File: config.mk
export PLATFORM = sky130hd
export DESIGN_NAME = mos_ram
export DESIGN_NICKNAME = d
export VERILOG_FILES = /design/src/rtl/assert_macros.svh /design/src/rtl/mos_ram.sv
export SDC_FILE = /design/constraint.sdc
export NUM_CORES = 1
export LEC_CHECK = 0
export BUFFER_PORTS_ARGS = -buffer_cell sky130_fd_sc_hd__buf_2
export CORE_ASPECT_RATIO = 1.75
export CORE_MARGIN = 1
export CORE_UTILIZATION = 61
export DETAILED_ROUTE_END_ITERATION = 7
export GPL_ROUTABILITY_DRIVEN = 0
export HOLD_SLACK_MARGIN = 0.15
export PLACE_DENSITY = 0.88
export SETUP_SLACK_MARGIN = 0.02
export SYNTH_ARGS = -nofsm -noshare
export SYNTH_HDL_FRONTEND = slang
export SYNTH_SLANG_ARGS = --single-unit
File: constraint.sdc
create_clock -name clk -period 5.2 [get_ports clk]
set_input_delay 0.78 -clock clk [delete_from_list [all_inputs] [get_ports clk]]
set_output_delay 0.78 -clock clk [all_outputs]
set_load 0.05 [all_outputs]
File: src/rtl/assert_macros.svh
// Assertion macros used by the top-level RTL file
`ifndef ASSERT_MACROS_SVH
`define ASSERT_MACROS_SVH
`ifndef ASSERT_OFF
// Same-cycle implication, disabled during reset
`define ASSERT_IMPLIES(label, ante, cons, msg) \
    label: assert property (@(posedge clk) disable iff (!rst_n) (ante) |-> (cons)) \
        else $error(msg);
// Next-cycle implication, disabled during reset
`define ASSERT_NEXT(label, ante, cons, msg) \
    label: assert property (@(posedge clk) disable iff (!rst_n) (ante) |=> (cons)) \
        else $error(msg);
`else
`define ASSERT_IMPLIES(label, ante, cons, msg)
`define ASSERT_NEXT(label, ante, cons, msg)
`endif
`endif

File: src/rtl/mos_ram.sv
// Generic single-port-write, single-port-read RAM with registered read data
`timescale 1ns / 1ps

module mos_ram #(
    parameter  int WIDTH = 32,
    parameter  int DEPTH = 16,
    localparam int AW    = (DEPTH > 1) ? $clog2(DEPTH) : 1
) (
    input  logic             clk,
    input  logic             we,
    input  logic [AW-1:0]    waddr,
    input  logic [WIDTH-1:0] wdata,
    input  logic             re,
    input  logic [AW-1:0]    raddr,
    output logic [WIDTH-1:0] rdata
);

    logic [WIDTH-1:0] mem_reg [DEPTH];
    logic [WIDTH-1:0] rdata_reg;

    always_ff @(posedge clk)
    begin
        if (we)
        begin
            mem_reg[waddr] <= wdata;
        end
        if (re)
        begin
            rdata_reg <= mem_reg[raddr];
        end
    end

    assign rdata = rdata_reg;

endmodule

==> summary.md <==
| Metric | Value |
|---|---|
| Status | completed |
| CTS Hold Buffers Added | 0 |
| Post-route ant nets | 0 |
| Final hold vios | 0 |
| I/O Pins | 75 |
| Fraction of layout cells with a size suffix above 1 | 0.3178 |
| Via total after detailed routing | 9514 |
| CTS HTree Levels | 2 |
| Critical Path Sink Type | flop |
| Total setup buffers inserted after CTS | 0 |
| Top-area cell type share of the netlist area | 0.8097 |
| Post-layout nets | 978 |
| Die Y | 242.6 µm |
| Capturing point of the worst reg2reg path | rdata[0]$_DFFE_PP_ |
| CTS root buffer | clkbuf_16 |
| Port Buffers | 74 |
| Power Total | 8.875 mW |
| Clock-pin slew on the worst setup and hold paths | 80 ps |
| Post-Syn Area | 20170 µm² |
| CP Data Required Time | 5520 ps |
| Num CTS Buffers | 43 |
| P per Cell Area | 392.5 nW/µm² |
| LEAKAGE | 7.188 nW |
| Cell area after placement | 21150 µm² |
| Fin crit period | 2544 ps |
| Max_cap viols | 0 |
| Sequential share of the synthesized area | 0.8097 |
| Startpoint types | input port |
| Max reg flops | 512 |
| Number of vias per cell | 6.950 |
| Top post-synthesis cells by area | edfxtp_1 81%, mux4_2 14%, a22oi_1 2.4% |
| Filler Cell Count | 1760 |
| Register bit total from synthesis | 544 |
| Wire per inst | 32.69 µm |
| Core Area | 32440 µm² |
| CTS tree | done |
| Maximum vdd drop | 0.0002215 V |
| Setup TNS | 0 ps |
| First-pass GRT wire length | 65780 µm |
| Worst Hold Depth | 1 |
| Initial DRC Count | 1259 |
| R2r startpoint | mem_reg[9][0]$_DFFE_PP_ |
| Critical Path End | rdata[21]$_DFFE_PP_ |
| Slew headroom | 0.1580 |
| Area grow syn2layout | 12.06% |
| CTS-repair resized insts | 0 |
| Worst min path class | input port to flop |
| Die width | 139.5 µm |
| Post-synthesis average cell area | 24.07 µm² |
| Setup-failing EPs final | 0 |
| Worst-path cell chain | clkbuf_8 -> buf_4 -> mux4_2 -> a22oi_1 -> nand2_1 |
| Grt total ovfl | 0 |
| DRC violations left | 0 |
| Wirelength, routed | 44750 µm |
| Yosys warnings | 0 |
| Clock Sinks | 544 |
| Slew @ Worst Pin | 1260 ps |
| Mapped Nets | 881 |
| Largest net degree at the start of global routing | 81 |
| Post-Syn Instances | 838 |
| Iteration count of the initial detailed-routing pass | 5 |
| DP Cell Count | 1290 |
| Deepest clock path buffer count | 3 |
| Worst r2r path cells | 3 |
| Max FO, Critical Path | 76 |
| Max-slew violation count | 0 |
| Cell taking the most area after synthesis | edfxtp_1 |
| Setup slack after layout | 2656 ps |
| Crit path max-delay cell type | clkbuf_8 |
| Worst setup slack after placement | 1946 ps |
| RSZ-0062 raised after global routing | no |
| Worst setup path startpoint | raddr[0] |
| Initial antenna violation count | 5 |
| Tot GR Track Use | 0.2772 |
| Core Util, Final | 0.6969 |
| Area of the multi-input gates | 3755 µm² |
| Slowest stage delay, CP | 680 ps |
| Hold WS | 595.0 ps |
| Clk_skew | 15.63 ps |
| Vias in the first global route | 10.13k |
| Final instance area | 22610 µm² |
| FMAX | 0.3931 GHz |
| Worst setup path category | input port to flop |
| Site row count | 87 |
| Total Die Area | 33830 µm² |
| Register Area | 16340 µm² |
| Flop2flop setup slack | 3580 ps |
| Final worst-path cycle share | 0.4893 |
| Clk Latency, worst-skew pair | 560 ps |
| Final Instance Count excl. Fillers | 1369 |
| Crit path DAT | 2860 ps |
| HPWL Detailed | 21580 µm |
| Initial Utilization | 0.6219 |
| Yosys cell types | 17 |
## synthesized netlist by cell type
cell type	count
mux4_2	128
nand2b_1	2
clkbuf_1	17
buf_6	2
buf_4	11
a22oi_1	64
edfxtp_1	544
nor3_1	4
nand2_1	33
and2_1	1
nor2_1	13
nand3b_1	2
nor2b_1	2
or3b_2	1
buf_1	9
nand3_1	1
buf_2	4
## worst min-delay path by stage
stage	slack (ps)	end	startpoint
2_1_floorplan	710	rdata[0]$_DFFE_PP_	mem_reg[14][0]$_DFFE_PP_
3_3_place_gp	720	rdata[21]$_DFFE_PP_	mem_reg[12][21]$_DFFE_PP_
3_5_place_dp	730	rdata[23]$_DFFE_PP_	mem_reg[14][23]$_DFFE_PP_
4_1_cts	570	mem_reg[12][13]$_DFFE_PP_	wdata[13]
5_1_grt	580	mem_reg[2][30]$_DFFE_PP_	wdata[30]
6_report	590	mem_reg[2][30]$_DFFE_PP_	wdata[30]
## worst max-delay path: cells and delay by family
| family | cells | cell delay [ps] |
|---|---|---|
| buffers and inverters | 2 | 1140 |
| AND/OR/NAND/NOR | 1 | 80 |
| multiplexers | 1 | 560 |
| AO/OA/AOI/OAI | 1 | 240 |
## final cells by class
class                           instances  share of cell area
Antenna cell                            3           0.0003321
Clock buffer                           54             0.05130
Clock inverter                         22             0.01262
Multi-Input combinational cell        251              0.1661
Sequential cell                       544              0.7226
Tap cell                              400             0.02214
Timing Repair Buffer                   95             0.02496
## placed cells by master, fill, tap and decap left out, drive strengths merged
cell	instances
nor3	4
nor2	13
nor2b	2
clkinv	11
mux4	128
nand3	1
clkbuf	55
nand2b	2
buf	94
clkinvlp	4
diode	3
edfxtp	544
and2	1
inv	1
bufinv	6
or3b	1
a22oi	64
nand2	33
nand3b	2
## power by group
group	internal, mW	switching, mW	total [mW]
logic	0.168	0.323	0.491
registers	4.94	0.0338	4.97
clock network	1.90	1.52	3.41
## cells by family after synthesis
family / count (synthesis) / share of synthesized area
flops: 544 / 0.8097
compound gates: 64 / 0.02382
simple gates: 59 / 0.01253
buf+inv: 43 / 0.01104
mux: 128 / 0.1429
## per-layer routing
layer	up-vias	global-route usage	share of wire
met3	135	0.05484	0.10
met5	-	0	0.00067
met4	4	0.1363	0.042
li1	3778	-	-
met2	739	0.4515	0.51
met1	4858	0.3621	0.34
(Power assumes the default switching activity.)
